--- src/hw/rtl/krt_pkg.sv ---
`timescale 1ns / 1ps
`default_nettype none

package krt_pkg;

  // Command codes carried in the command field of an input item
  localparam logic CMD_RESTART = 1'b0;
  localparam logic CMD_MEASURE = 1'b1;

  // Configuration port
  localparam int unsigned CFG_IDX_W  = 2;
  localparam int unsigned CFG_DATA_W = 32;

  localparam logic [CFG_IDX_W-1:0] CFG_RTT_NOISE   = 2'd0;
  localparam logic [CFG_IDX_W-1:0] CFG_DRIFT_NOISE = 2'd1;
  localparam logic [CFG_IDX_W-1:0] CFG_MEAS_NOISE  = 2'd2;

  // Register reset values: 25.0, 5.0 and 100.0 with 16 fractional bits
  localparam logic [CFG_DATA_W-1:0] RTT_NOISE_RST   = 32'd1638400;
  localparam logic [CFG_DATA_W-1:0] DRIFT_NOISE_RST = 32'd327680;
  localparam logic [CFG_DATA_W-1:0] MEAS_NOISE_RST  = 32'd6553600;

  // Payload field widths
  localparam int unsigned RTT_IN_W = 36;
  localparam int unsigned EST_W    = 48;
  localparam int unsigned VAR_W    = 47;

  // Covariance loaded on restart, in whole units
  localparam int unsigned RESTART_COV_LEVEL = 400;
  localparam int unsigned RESTART_COV_DRIFT = 100;

  // Multiplier digit: bits of the second operand consumed per cycle
  localparam int unsigned MUL_DIGIT = 16;

  // Status returned by the multi-cycle arithmetic units
  typedef struct packed {
    logic done;
    logic sat;
  } krt_sts_t;

endpackage

`default_nettype wire

--- src/hw/rtl/krt_mul.sv ---
`timescale 1ns / 1ps
`default_nettype none

// Signed fixed-point multiply, (a * b) >> FRAC_BITS truncated toward zero,
// saturated to the state range. One MUL_DIGIT-bit digit of |b| per cycle.
module krt_mul import krt_pkg::*; #(
  parameter int unsigned STATE_WIDTH = 48,
  parameter int unsigned FRAC_BITS   = 16
) (
  input  wire logic                   clk_i,
  input  wire logic                   rst_ni,
  input  wire logic                   start_i,
  input  wire logic [STATE_WIDTH-1:0] a_i,
  input  wire logic [STATE_WIDTH-1:0] b_i,
  output      logic [STATE_WIDTH-1:0] res_o,
  output      krt_sts_t               sts_o
);

  localparam int unsigned W     = STATE_WIDTH;
  localparam int unsigned ND    = (W + MUL_DIGIT - 1) / MUL_DIGIT;
  localparam int unsigned YW    = ND * MUL_DIGIT;
  localparam int unsigned PW    = W + YW;
  localparam int unsigned CNT_W = $clog2(ND);
  localparam logic [W-1:0] VMAX_U = {1'b0, {(W-1){1'b1}}};

  typedef enum logic [1:0] {M_IDLE, M_RUN, M_FIN} phase_e;

  phase_e                 phase_q;
  logic [CNT_W-1:0]       cnt_q;
  logic [W-1:0]           x_q;
  logic [PW-1:0]          p_q;
  logic                   neg_q;
  logic [W-1:0]           res_q;
  logic                   done_q;
  logic                   sat_q;

  logic [W-1:0]           a_mag, b_mag;
  logic [MUL_DIGIT-1:0]   digit;
  logic [W+MUL_DIGIT-1:0] part, acc;
  logic [PW-1:0]          mag, lim, clip_mag;
  logic                   over;
  logic [W-1:0]           mag_w;

  always_comb begin
    a_mag    = a_i[W-1] ? ((~a_i) + W'(1)) : a_i;
    b_mag    = b_i[W-1] ? ((~b_i) + W'(1)) : b_i;
    digit    = p_q[MUL_DIGIT-1:0];
    part     = x_q * digit;
    acc      = (W+MUL_DIGIT)'(p_q[PW-1:YW]) + part;
    mag      = p_q >> FRAC_BITS;
    lim      = PW'(VMAX_U) + PW'(neg_q);
    over     = mag > lim;
    clip_mag = over ? lim : mag;
    mag_w    = clip_mag[W-1:0];
  end

  always_ff @(posedge clk_i or negedge rst_ni) begin
    if (!rst_ni) begin
      phase_q <= M_IDLE;
      cnt_q   <= '0;
      x_q     <= '0;
      p_q     <= '0;
      neg_q   <= 1'b0;
      res_q   <= '0;
      done_q  <= 1'b0;
      sat_q   <= 1'b0;
    end else begin
      done_q <= 1'b0;
      case (phase_q)
        M_IDLE: begin
          if (start_i) begin
            x_q     <= a_mag;
            p_q     <= {{W{1'b0}}, YW'(b_mag)};
            neg_q   <= a_i[W-1] ^ b_i[W-1];
            cnt_q   <= '0;
            phase_q <= M_RUN;
          end
        end
        M_RUN: begin
          // add digit product to the upper half, shift one digit down
          p_q   <= {acc, p_q[YW-1:MUL_DIGIT]};
          cnt_q <= cnt_q + CNT_W'(1);
          if (cnt_q == CNT_W'(ND - 1)) begin
            phase_q <= M_FIN;
          end
        end
        M_FIN: begin
          res_q   <= neg_q ? ((~mag_w) + W'(1)) : mag_w;
          sat_q   <= over;
          done_q  <= 1'b1;
          phase_q <= M_IDLE;
        end
        default: begin
          phase_q <= M_IDLE;
        end
      endcase
    end
  end

  assign res_o      = res_q;
  assign sts_o.done = done_q;
  assign sts_o.sat  = sat_q;

endmodule

`default_nettype wire

--- config.mk ---
export PLATFORM = sky130hd
export DESIGN_NAME = krt_mul
export DESIGN_NICKNAME = d
export VERILOG_FILES = /design/src/hw/rtl/krt_pkg.sv /design/src/hw/rtl/krt_mul.sv
export SDC_FILE = /design/constraint.sdc
export NUM_CORES = 2
export LEC_CHECK = 0
export ABC_CLOCK_PERIOD_IN_PS = 16900
export BUFFER_PORTS_ARGS = -buffer_cell sky130_fd_sc_hd__buf_4
export CAP_MARGIN = 30
export CORE_MARGIN = 2
export CORE_UTILIZATION = 30
export DETAILED_ROUTE_END_ITERATION = 7
export SLEW_MARGIN = 20
export SYNTH_ARGS = -nofsm -noshare
export SYNTH_HDL_FRONTEND = slang
export SYNTH_SLANG_ARGS = --single-unit
--- constraint.sdc ---
create_clock -name clk_i -period 16.9 [get_ports clk_i]
set_input_delay 5.07 -clock clk_i [delete_from_list [all_inputs] [get_ports clk_i]]
set_output_delay 5.07 -clock clk_i [all_outputs]
set_load 0.05 [all_outputs]
==> metrics.csv <==
stage,metric,value,unit
placed_design,Post-Place Cell Area,40300,sq um
yosys,"EDFF count, synth",0,
worst_setup_path,Worst EP required,17.24,ns
floorplan,I/O pins,149,
clock_tree,htree depth,4,
clock_tree,Clock Tree Buf Depth,2,
outcome,status,"finished, final reports clean",
layout,most frequent cells in the layout,"911 x inv_1, 778 x nand2_1, 690 x fa_1",
yosys,cell area after synthesis,37800,sq um
floorplan,total die area,129000,sq um
route,via-per-instance ratio,5.04,
worst_setup_path,Worst setup EP type,flip-flop,
worst_setup_path,CP Max Fanout,10,
layout,layout cells sized above 1,5.91,%
global_route,global-route wire length before repair,183000,um
sta,worst clock skew,0.0238,ns
floorplan,core area,125000,sq um
hold_path,Hold Path Class,flip-flop to flip-flop,
route,DRC errors left,0,
global_route,Total GRT Usage,18.0,%
global_route,pin count of the biggest net entering global routing,102,
layout,Non-Filler Instances,6103,
floorplan,die height,359,um
sta,min Tclk post-route,8.41,ns
layout,"most common cell after layout, fill and taps aside",inv_1,
floorplan,Die X,359,um
clock_tree,TritonCTS buffer count,17,
yosys,ys flop type,dfrtp_1,
layout,nets,5416,
clock_tree,root buffer cell,clkbuf_16,
clock_tree,PostCTS Resize Cnt,0,
sta,RSZ-0062 raised after global routing,false,
clock_tree,later-pin clock latency in the skew report,0.50,ns
yosys,count of cell types in the netlist,79,
worst_setup_path,CP Data Arrival Time,8.75,ns
global_route,number of global-route vias before repair,31609,
clock_tree,cts hold-fix bufs,0,
layout,"Design Area, Final",41000,sq um
layout,Fillers,13118,
yosys,Syn Nets,5472,
route,drt wl/cell,18.7,um
global_route,global route overflow,0,
sta,relative slew slack,29.2,%
route,routed via count,30744,
flow_run,Max Cap Viol,0,
placed_design,Routability Congestion,0.942,
sta,post-route setup TNS,0,ns
sta,Final Cycle Share,49.8,%
yosys,sequential-to-total area share from yosys stat,13.2,%
yosys,Syn. warnings,0,
clock_tree,Worst-path clk slew,0.08,ns
clock_tree,Post-CTS Setup Bufs,0,
route,1st-pass router iterations,7,
worst_setup_path,Crit Path Class,primary input to flip-flop,
clock_tree,Sink Count,199,
yosys,register bit total from synthesis,199,
placed_design,post-DP HPWL,90200,um
floorplan,starting density of the core,30.2,%
sta,Slew @ Worst Pin,1.06,ns
route,"antenna viol nets, final",0,
sta,Final Hold Fails,0,
yosys,Syn Area/Cell,8.42,sq um
yosys,Async SR Flop Fraction,100,%
sta,maximum clock frequency,0.119,GHz
clock_tree,CTS tree,yes,
yosys,Syn Inst Count,4493,
floorplan,row count,130,
route,DRT iter0 DRCs,2216,
placed_design,# placed instances,6066,
sta,Pins Over Slew Limit,0,
route,Detailed Route WL,114000,um
sta,count of final setup violators,0,
placed_design,number of port buffers,148,
global_route,initial antenna violation count,4,
worst_setup_path,Startpoint Class,primary input,
layout,P&R area growth vs syn,8.34,%
==> layout make-up <==
class,count,area [sq um],area share (%)
clock buffer,19,453,1.11
antenna,3,7.51,0.0183
multi-input combinational,3115,28400,69.3
inverter,912,3420,8.35
tap,1650,2060,5.04
timing repair buffer,192,1510,3.69
sequential,199,4990,12.2
clock inverter,13,136,0.333
==> cell usage after synthesis, types with 5 or more instances <==
| cell | number | area, sq um |
|---|---|---|
| or3_1 | 14 | 87.6 |
| o22ai_1 | 13 | 81.3 |
| clkbuf_8 | 5 | 68.8 |
| clkbuf_1 | 252 | 946 |
| xnor2_1 | 42 | 368 |
| a31oi_1 | 19 | 119 |
| nand3b_1 | 7 | 52.6 |
| o211ai_1 | 17 | 128 |
| a21o_1 | 50 | 375 |
| nor4_1 | 31 | 194 |
| a211oi_1 | 14 | 105 |
| o21ai_1 | 8 | 40.0 |
| and4_1 | 5 | 43.8 |
| ha_1 | 190 | 2380 |
| o31ai_1 | 40 | 300 |
| o41ai_1 | 14 | 123 |
| nor2b_1 | 15 | 93.8 |
| and2_1 | 245 | 1530 |
| o221ai_1 | 9 | 78.8 |
| and3_1 | 8 | 50.1 |
| or4_1 | 26 | 195 |
| a21oi_1 | 115 | 576 |
| a22oi_1 | 30 | 225 |
| nand2_1 | 779 | 2920 |
| fa_1 | 690 | 13800 |
| a221oi_1 | 11 | 96.3 |
| nor2_1 | 105 | 394 |
| o21a_1 | 13 | 97.6 |
| o21ai_0 | 268 | 1340 |
| a41oi_1 | 7 | 61.3 |
| mux2i_1 | 5 | 50.1 |
| o21bai_1 | 12 | 90.1 |
| dfrtp_1 | 199 | 4980 |
| nand3_1 | 44 | 220 |
| nor3_1 | 47 | 235 |
| buf_1 | 6 | 22.5 |
| a21boi_0 | 6 | 45.0 |
| nand2b_1 | 14 | 87.6 |
| nand4_1 | 34 | 213 |
| inv_1 | 911 | 3420 |
| xor2_1 | 107 | 937 |
==> path summary, 6_finish.rpt <==
kind | start | to | slack [ns] | cells after the start
worst min register to register | res_o[33] | res_o[33] | 0.48 | 2
max in group asynchronous | rst_ni | neg_q | 11.13 | 2
worst min-delay path | res_o[33] | res_o[33] | 0.48 | 2
worst max register to register | p_q[9] | p_q[87] | 8.62 | 22
min in group asynchronous | rst_ni | res_o[21] | 4.61 | 1
worst max-delay path | a_i[8] | x_q[45] | 8.49 | 11
==> worst max-delay path, cell delays in order <==
cell,delay [ns]
buf_4,0.11
or4_1,0.60
nor4_2,0.22
nand2b_1,0.30
or4_1,0.59
nor4_1,0.29
nand2_1,0.45
or4_4,0.61
o41ai_2,0.25
xor2_1,0.18
o21ai_1,0.07
==> metrics by stage <==
stage | hold slack, ns | utilization [%] | setup slack, ns
global placement | 0.470 | 32.1 | 8.03
global route | 0.516 | 32.7 | 8.21
finish | 0.482 | 32.7 | 8.49
detailed placement | 0.471 | 32.2 | 7.97
floorplan | 0.448 | - | 8.84
CTS | 0.489 | 32.6 | 8.48
==> kinds of logic (layout without fill, tap and decap cells) <==
kind of cell	after synthesis	in the layout	share of synthesized area, %
buffers and inverters	1179	1136	11.9
and+or+nand+nor	1407	1407	17.6
xor gates and xnor gates	149	149	3.45
other	0	3	0
AOI/OAI and AO/OA	672	672	10.9
DFF	199	199	13.2
adders and majority gates	880	880	42.8
muxes	7	7	0.192
==> layer usage <==
layer  global-route usage, %  up-vias  part of all wire [%]
li1                        -    13774                     -
met1                    24.0    15761                    43
met2                    30.1     1020                    48
met3                    2.69      187                   6.3
met4                    5.44        2                   2.9
met5                       0        -                 0.012
==> flip-flops by register name, indices dropped and copies added (netlist names) <==
signal	flops
res_o	48
x_q	48
cnt_q	2
neg_q	1
sat_q	1
p_q	96
phase_q	2
done_q	1
Power is not shown: default switching activity piles up to over one toggle a cycle in this logic, so the estimate is an artifact.
