**config.mk**
```make
export PLATFORM = sky130hd
export DESIGN_NAME = krt_div
export DESIGN_NICKNAME = d
export VERILOG_FILES = /design/src/hw/rtl/krt_pkg.sv /design/src/hw/rtl/krt_div.sv
export SDC_FILE = /design/constraint.sdc
export NUM_CORES = 1
export LEC_CHECK = 0
export BUFFER_PORTS_ARGS = -buffer_cell sky130_fd_sc_hd__buf_2
export CORE_ASPECT_RATIO = 1.2
export CORE_MARGIN = 3
export CORE_UTILIZATION = 40
export CTS_CLUSTER_DIAMETER = 60
export DETAILED_ROUTE_END_ITERATION = 12
export PLACE_DENSITY = 0.69
export SYNTH_ARGS = -nofsm -noshare
export SYNTH_HDL_FRONTEND = slang
export SYNTH_SLANG_ARGS = --single-unit
```
**constraint.sdc**
```tcl
create_clock -name clk_i -period 8.7 [get_ports clk_i]
set_clock_uncertainty 0.1 [all_clocks]
set_input_delay 0.87 -clock clk_i [delete_from_list [all_inputs] [get_ports clk_i]]
set_output_delay 0.87 -clock clk_i [all_outputs]
set_load 0.005 [all_outputs]
```
**src/hw/rtl/krt_pkg.sv**
```systemverilog
`timescale 1ns / 1ps
`default_nettype none

package krt_pkg;

  // Command codes carried in the command field of an input item
  localparam logic CMD_RESTART = 1'b0;
  localparam logic CMD_MEASURE = 1'b1;

  // Configuration port
  localparam int unsigned CFG_IDX_W  = 2;
  localparam int unsigned CFG_DATA_W = 32;

  localparam logic [CFG_IDX_W-1:0] CFG_RTT_NOISE   = 2'd0;
  localparam logic [CFG_IDX_W-1:0] CFG_DRIFT_NOISE = 2'd1;
  localparam logic [CFG_IDX_W-1:0] CFG_MEAS_NOISE  = 2'd2;

  // Register reset values: 25.0, 5.0 and 100.0 with 16 fractional bits
  localparam logic [CFG_DATA_W-1:0] RTT_NOISE_RST   = 32'd1638400;
  localparam logic [CFG_DATA_W-1:0] DRIFT_NOISE_RST = 32'd327680;
  localparam logic [CFG_DATA_W-1:0] MEAS_NOISE_RST  = 32'd6553600;

  // Payload field widths
  localparam int unsigned RTT_IN_W = 36;
  localparam int unsigned EST_W    = 48;
  localparam int unsigned VAR_W    = 47;

  // Covariance loaded on restart, in whole units
  localparam int unsigned RESTART_COV_LEVEL = 400;
  localparam int unsigned RESTART_COV_DRIFT = 100;

  // Multiplier digit: bits of the second operand consumed per cycle
  localparam int unsigned MUL_DIGIT = 16;

  // Status returned by the multi-cycle arithmetic units
  typedef struct packed {
    logic done;
    logic sat;
  } krt_sts_t;

endpackage

`default_nettype wire

```
**src/hw/rtl/krt_div.sv**
```systemverilog
`timescale 1ns / 1ps
`default_nettype none

// Signed fixed-point divide, (num << FRAC_BITS) / den for den > 0, truncated
// toward zero and saturated to the state range. Restoring, one bit per cycle.
module krt_div import krt_pkg::*; #(
  parameter int unsigned STATE_WIDTH = 48,
  parameter int unsigned FRAC_BITS   = 16
) (
  input  wire logic                   clk_i,
  input  wire logic                   rst_ni,
  input  wire logic                   start_i,
  input  wire logic [STATE_WIDTH-1:0] num_i,
  input  wire logic [STATE_WIDTH-1:0] den_i,
  output      logic [STATE_WIDTH-1:0] res_o,
  output      krt_sts_t               sts_o
);

  localparam int unsigned W     = STATE_WIDTH;
  localparam int unsigned NW    = W + FRAC_BITS;
  localparam int unsigned CNT_W = $clog2(NW);
  localparam logic [W-1:0] VMAX_U = {1'b0, {(W-1){1'b1}}};

  typedef enum logic [1:0] {D_IDLE, D_RUN, D_FIN} phase_e;

  phase_e           phase_q;
  logic [CNT_W-1:0] cnt_q;
  logic [W-1:0]     rem_q;
  logic [W-1:0]     den_q;
  logic [NW-1:0]    quo_q;
  logic             neg_q;
  logic [W-1:0]     res_q;
  logic             done_q;
  logic             sat_q;

  logic [W-1:0]     num_mag;
  logic [W:0]       trial, diff;
  logic             ge;
  logic [NW-1:0]    lim, clip_mag;
  logic             over;
  logic [W-1:0]     mag_w;

  always_comb begin
    num_mag  = num_i[W-1] ? ((~num_i) + W'(1)) : num_i;
    trial    = {rem_q, quo_q[NW-1]};
    diff     = trial - {1'b0, den_q};
    ge       = trial >= {1'b0, den_q};
    lim      = NW'(VMAX_U) + NW'(neg_q);
    over     = quo_q > lim;
    clip_mag = over ? lim : quo_q;
    mag_w    = clip_mag[W-1:0];
  end

  always_ff @(posedge clk_i or negedge rst_ni) begin
    if (!rst_ni) begin
      phase_q <= D_IDLE;
      cnt_q   <= '0;
      rem_q   <= '0;
      den_q   <= '0;
      quo_q   <= '0;
      neg_q   <= 1'b0;
      res_q   <= '0;
      done_q  <= 1'b0;
      sat_q   <= 1'b0;
    end else begin
      done_q <= 1'b0;
      case (phase_q)
        D_IDLE: begin
          if (start_i) begin
            quo_q   <= {num_mag, {FRAC_BITS{1'b0}}};
            rem_q   <= '0;
            den_q   <= den_i;
            neg_q   <= num_i[W-1];
            cnt_q   <= '0;
            phase_q <= D_RUN;
          end
        end
        D_RUN: begin
          // remainder stays below den, so it keeps W bits
          rem_q <= ge ? diff[W-1:0] : trial[W-1:0];
          quo_q <= {quo_q[NW-2:0], ge};
          cnt_q <= cnt_q + CNT_W'(1);
          if (cnt_q == CNT_W'(NW - 1)) begin
            phase_q <= D_FIN;
          end
        end
        D_FIN: begin
          res_q   <= neg_q ? ((~mag_w) + W'(1)) : mag_w;
          sat_q   <= over;
          done_q  <= 1'b1;
          phase_q <= D_IDLE;
        end
        default: begin
          phase_q <= D_IDLE;
        end
      endcase
    end
  end

  assign res_o      = res_q;
  assign sts_o.done = done_q;
  assign sts_o.sat  = sat_q;

endmodule

`default_nettype wire

```
==> results.json <==
{
  "status": "finished clean",
  "synth_nets": 2011,
  "cts-htree-levels": 1,
  "pwr-share-clk_pct": 18.7,
  "yosys.area_share.adder_pct": 8.378,
  "crit_arrival_ns": 6.44,
  "criticalPathCategory": "reg -> reg",
  "slew_viol_final": 0,
  "fmaxAchievable_ghz": 0.1650,
  "period_share_pct": 69.67,
  "dpl.hpwl_mm": 29.06,
  "route.detailed.drc": 0,
  "num_vias": 13932,
  "area_growth_pct": 13.16,
  "grt_pass1_vias": 13462,
  "syn_area_um2": 15020,
  "ys_seq_area_share_pct": 36.48,
  "rsz0062_at_grt": "false",
  "cts_buffer_depth": 3,
  "grt_max_degree": 113,
  "grt_antenna_before_repair": 1,
  "synth_top_family_by_area": "compound AO/OA/AOI/OAI gates",
  "cp_max_fo": 55,
  "synth_edf_count": 0,
  "fillers": 3636,
  "hold_violations": 0,
  "fp.dieArea_um2": 39930,
  "grt_pass1_wl_mm": 67.48,
  "io_pins": 149,
  "yosysUniqueCellTypes": 75,
  "dp_worst_setup_slack_ns": 2.745,
  "crit_required_ns": 9.08,
  "synth_top_cell_by_area": "dfrtp_1",
  "post_drt_wl_per_cell_um": 17.36,
  "p_seq_share_pct": 30.2,
  "synthSimpleGateAreaFrac_pct": 18.41,
  "ir_drop_v": 0.0002413,
  "cts_tree": "built",
  "start_util_pct": 40.61,
  "synthMuxAreaShare_pct": 0.6412,
  "synth-main-ff-cell": "dfrtp_1",
  "cts_root_buffer": "clkbuf_16",
  "endpoint_kind": "flop",
  "maxCapViolations": 0,
  "internal_power_w": 0.003397,
  "synth-compound-area-share_pct": 26.05,
  "power_density_nw_per_um2": 367.0,
  "setup_viol": 0,
  "critPathLaunchType": "flop",
  "die_x_um": 182.9,
  "cts-buffers-inserted": 29,
  "fin_crit_ns": 6.062,
  "grt_use_total_pct": 20.22,
  "multi_input_area_um2": 8885,
  "syn_inst": 1812,
  "dr.pass1.iters": 5,
  "path_clk_slew_ns": 0.06,
  "via_per_inst": 5.834,
  "yosys_warnings": 0,
  "insertion_delay_ns": 0.56,
  "die_h_um": 218.3,
  "synth.area.top_cells": "dfrtp_1 36%, o21ai_0 8.9%, ha_1 8.2%",
  "finalSetupTns_ns": 0,
  "ff2ff_path_depth": 21,
  "portBuffers": 148,
  "drtIter0Drc": 892,
  "synth-seq-cells": 219,
  "p_sw_share_pct": 45.56,
  "drive_above_1_share_pct": 12.81,
  "setup_ws_ns": 2.638,
  "synth_most_common_cell": "o21ai_0",
  "syn_area_per_cell_um2": 8.292,
  "synth-xor-area-share_pct": 5.421,
  "synth_top_area_share_pct": 36.48,
  "rows": 77,
  "slew_headroom_pct": 32.32,
  "ys_top_cells_by_count": "266 x o21ai_0, 224 x nand2_1, 219 x dfrtp_1",
  "worstMarginPinSlew_ns": 1.015,
  "core_area_um2": 37000,
  "synthArstFlopShare_pct": 100.0,
  "grt_overflow": 0,
  "hold_class": "in -> async",
  "ant_nets": 0,
  "wirelength_mm": 41.45,
  "ctsHoldBuffers": 0,
  "final_nets": 2090,
  "ff_latch_area_um2": 5482,
  "globalplace.congestion": 0.9288,
  "postCtsSetupBuffers": 0,
  "cts-resized-gates": 0,
  "power_leakage_nw": 7.481,
  "whs_ns": 0.2281,
  "cts_num_sinks": 219,
  "p_switching_w": 0.002843,
  "p_comb_share_pct": 51.1
}
[per-layer routing]
metal	vias up	routed length (µm)	track usage, %	part of all wire [%]
met2	422	19880	34.79	48
met3	89	2226	2.447	5.4
met5	-	0	0	0
met1	6652	18000	26.02	43
li1	6769	-	-	-
met4	0	1341	7.722	3.2
[path summary, 6_finish.rpt]
check | startpoint | endpoint | slack, ns
min in group clk_i | res_o[15] | res_o[15] | 0.37
min | rst_ni | res_o[43] | 0.23
min reg2reg | res_o[15] | res_o[15] | 0.37
max | neg_q | res_o[36] | 2.64
max reg2reg | neg_q | res_o[36] | 2.64
max in group asynchronous | rst_ni | rem_q[26] | 7.18
[cells in the final DEF, fill, tap and decap left out, types with 10 or more instances in the layout]
cell type / netlist / final
a31oi_1: 16 / 16
xor2_1: 64 / 64
nor2b_1: 11 / 10
o21a_1: 14 / 14
a21o_1: 54 / 54
nor3_1: 43 / 43
buf_4: 2 / 11
dfrtp_1: 219 / 218
nand2_1: 224 / 223
a22oi_1: 58 / 58
o21ai_0: 266 / 266
xnor2_1: 29 / 29
and3_1: 13 / 13
or3_1: 24 / 24
nor2_1: 89 / 87
ha_1: 99 / 99
inv_1: 66 / 66
nand3_1: 46 / 46
o31ai_1: 34 / 34
a211oi_1: 11 / 11
o41ai_1: 10 / 10
a21oi_1: 125 / 125
buf_2: 9 / 147
nand2b_1: 16 / 14
or4_1: 14 / 14
nand4_1: 30 / 30
clkbuf_16: 0 / 29
nor4_1: 20 / 20
[cell families (layout without fill, tap and decap cells)]
| family | after synthesis | in the layout |
|---|---|---|
| flip-flops | 219 | 219 |
| XOR/XNOR | 93 | 93 |
| buffers and inverters | 178 | 279 |
| other | 0 | 1 |
| adder cells (fa/ha/maj) | 100 | 100 |
| AO/OA/AOI/OAI | 645 | 645 |
| multiplexers | 9 | 9 |
| AND/OR/NAND/NOR | 568 | 568 |
[state kept, by name, summed over array words and instances, names as in the netlist]
name,cells
sat_q,1
res_o,48
neg_q,1
quo_q,64
phase_q,2
cnt_q,6
den_q,48
rem_q,48
done_q,1
[worst max-delay path, stage by stage, from the launching register on]
cell and delay (ns):
dfrtp_2 1.01, inv_1 0.16, ha_1 0.34, nand4_1 0.09, or2_2 0.34, or4_1 0.57, nor2_1 0.12, a22o_1 0.18
or2_1 0.12, buf_4 0.33, nor2_1 0.10, a21oi_1 0.21, ha_1 0.37, buf_4 0.29, nand4_4 0.14, nor4_2 0.27
nand2_1 0.11, or4_1 0.44, a31oi_1 0.18, o31ai_1 0.09, a311o_1 0.29, o21ai_2 0.11
[power by group through the flow]
stage / logic, W / clock network (W) / registers (W)
final: 0.00319 / 0.00117 / 0.00189
after global routing: 0.00362 / 0.00124 / 0.00194
after CTS: 0.00318 / 0.00120 / 0.00187
after detailed placement: 0.00316 / 0 / 0.00189
after global placement: 0.00307 / 0 / 0.00187
after floorplan: 0.00258 / 0 / 0.00167
[per-stage QoR]
stage	cells	instance area, µm²	total power (W)	utilization [%]
6_report	2388	17000	0.006240	45.96
5_1_grt	2388	17000	0.006800	45.96
4_1_cts	2387	17000	0.006252	45.95
3_5_place_dp	2334	16060	0.005051	43.41
3_3_place_gp	2334	16060	0.004945	43.41
2_1_floorplan	1812	15020	0.004255	-
[cell type report]
type,count,area share (%)
diodes,1,0.01472
well taps,474,3.488
inverters,66,1.457
multi-input cells,1415,52.26
repair buffers,160,5.019
clock buffers,33,4.533
flip-flops and latches,219,32.24
clock inverters,20,0.9862
(Power assumes the default switching activity.)
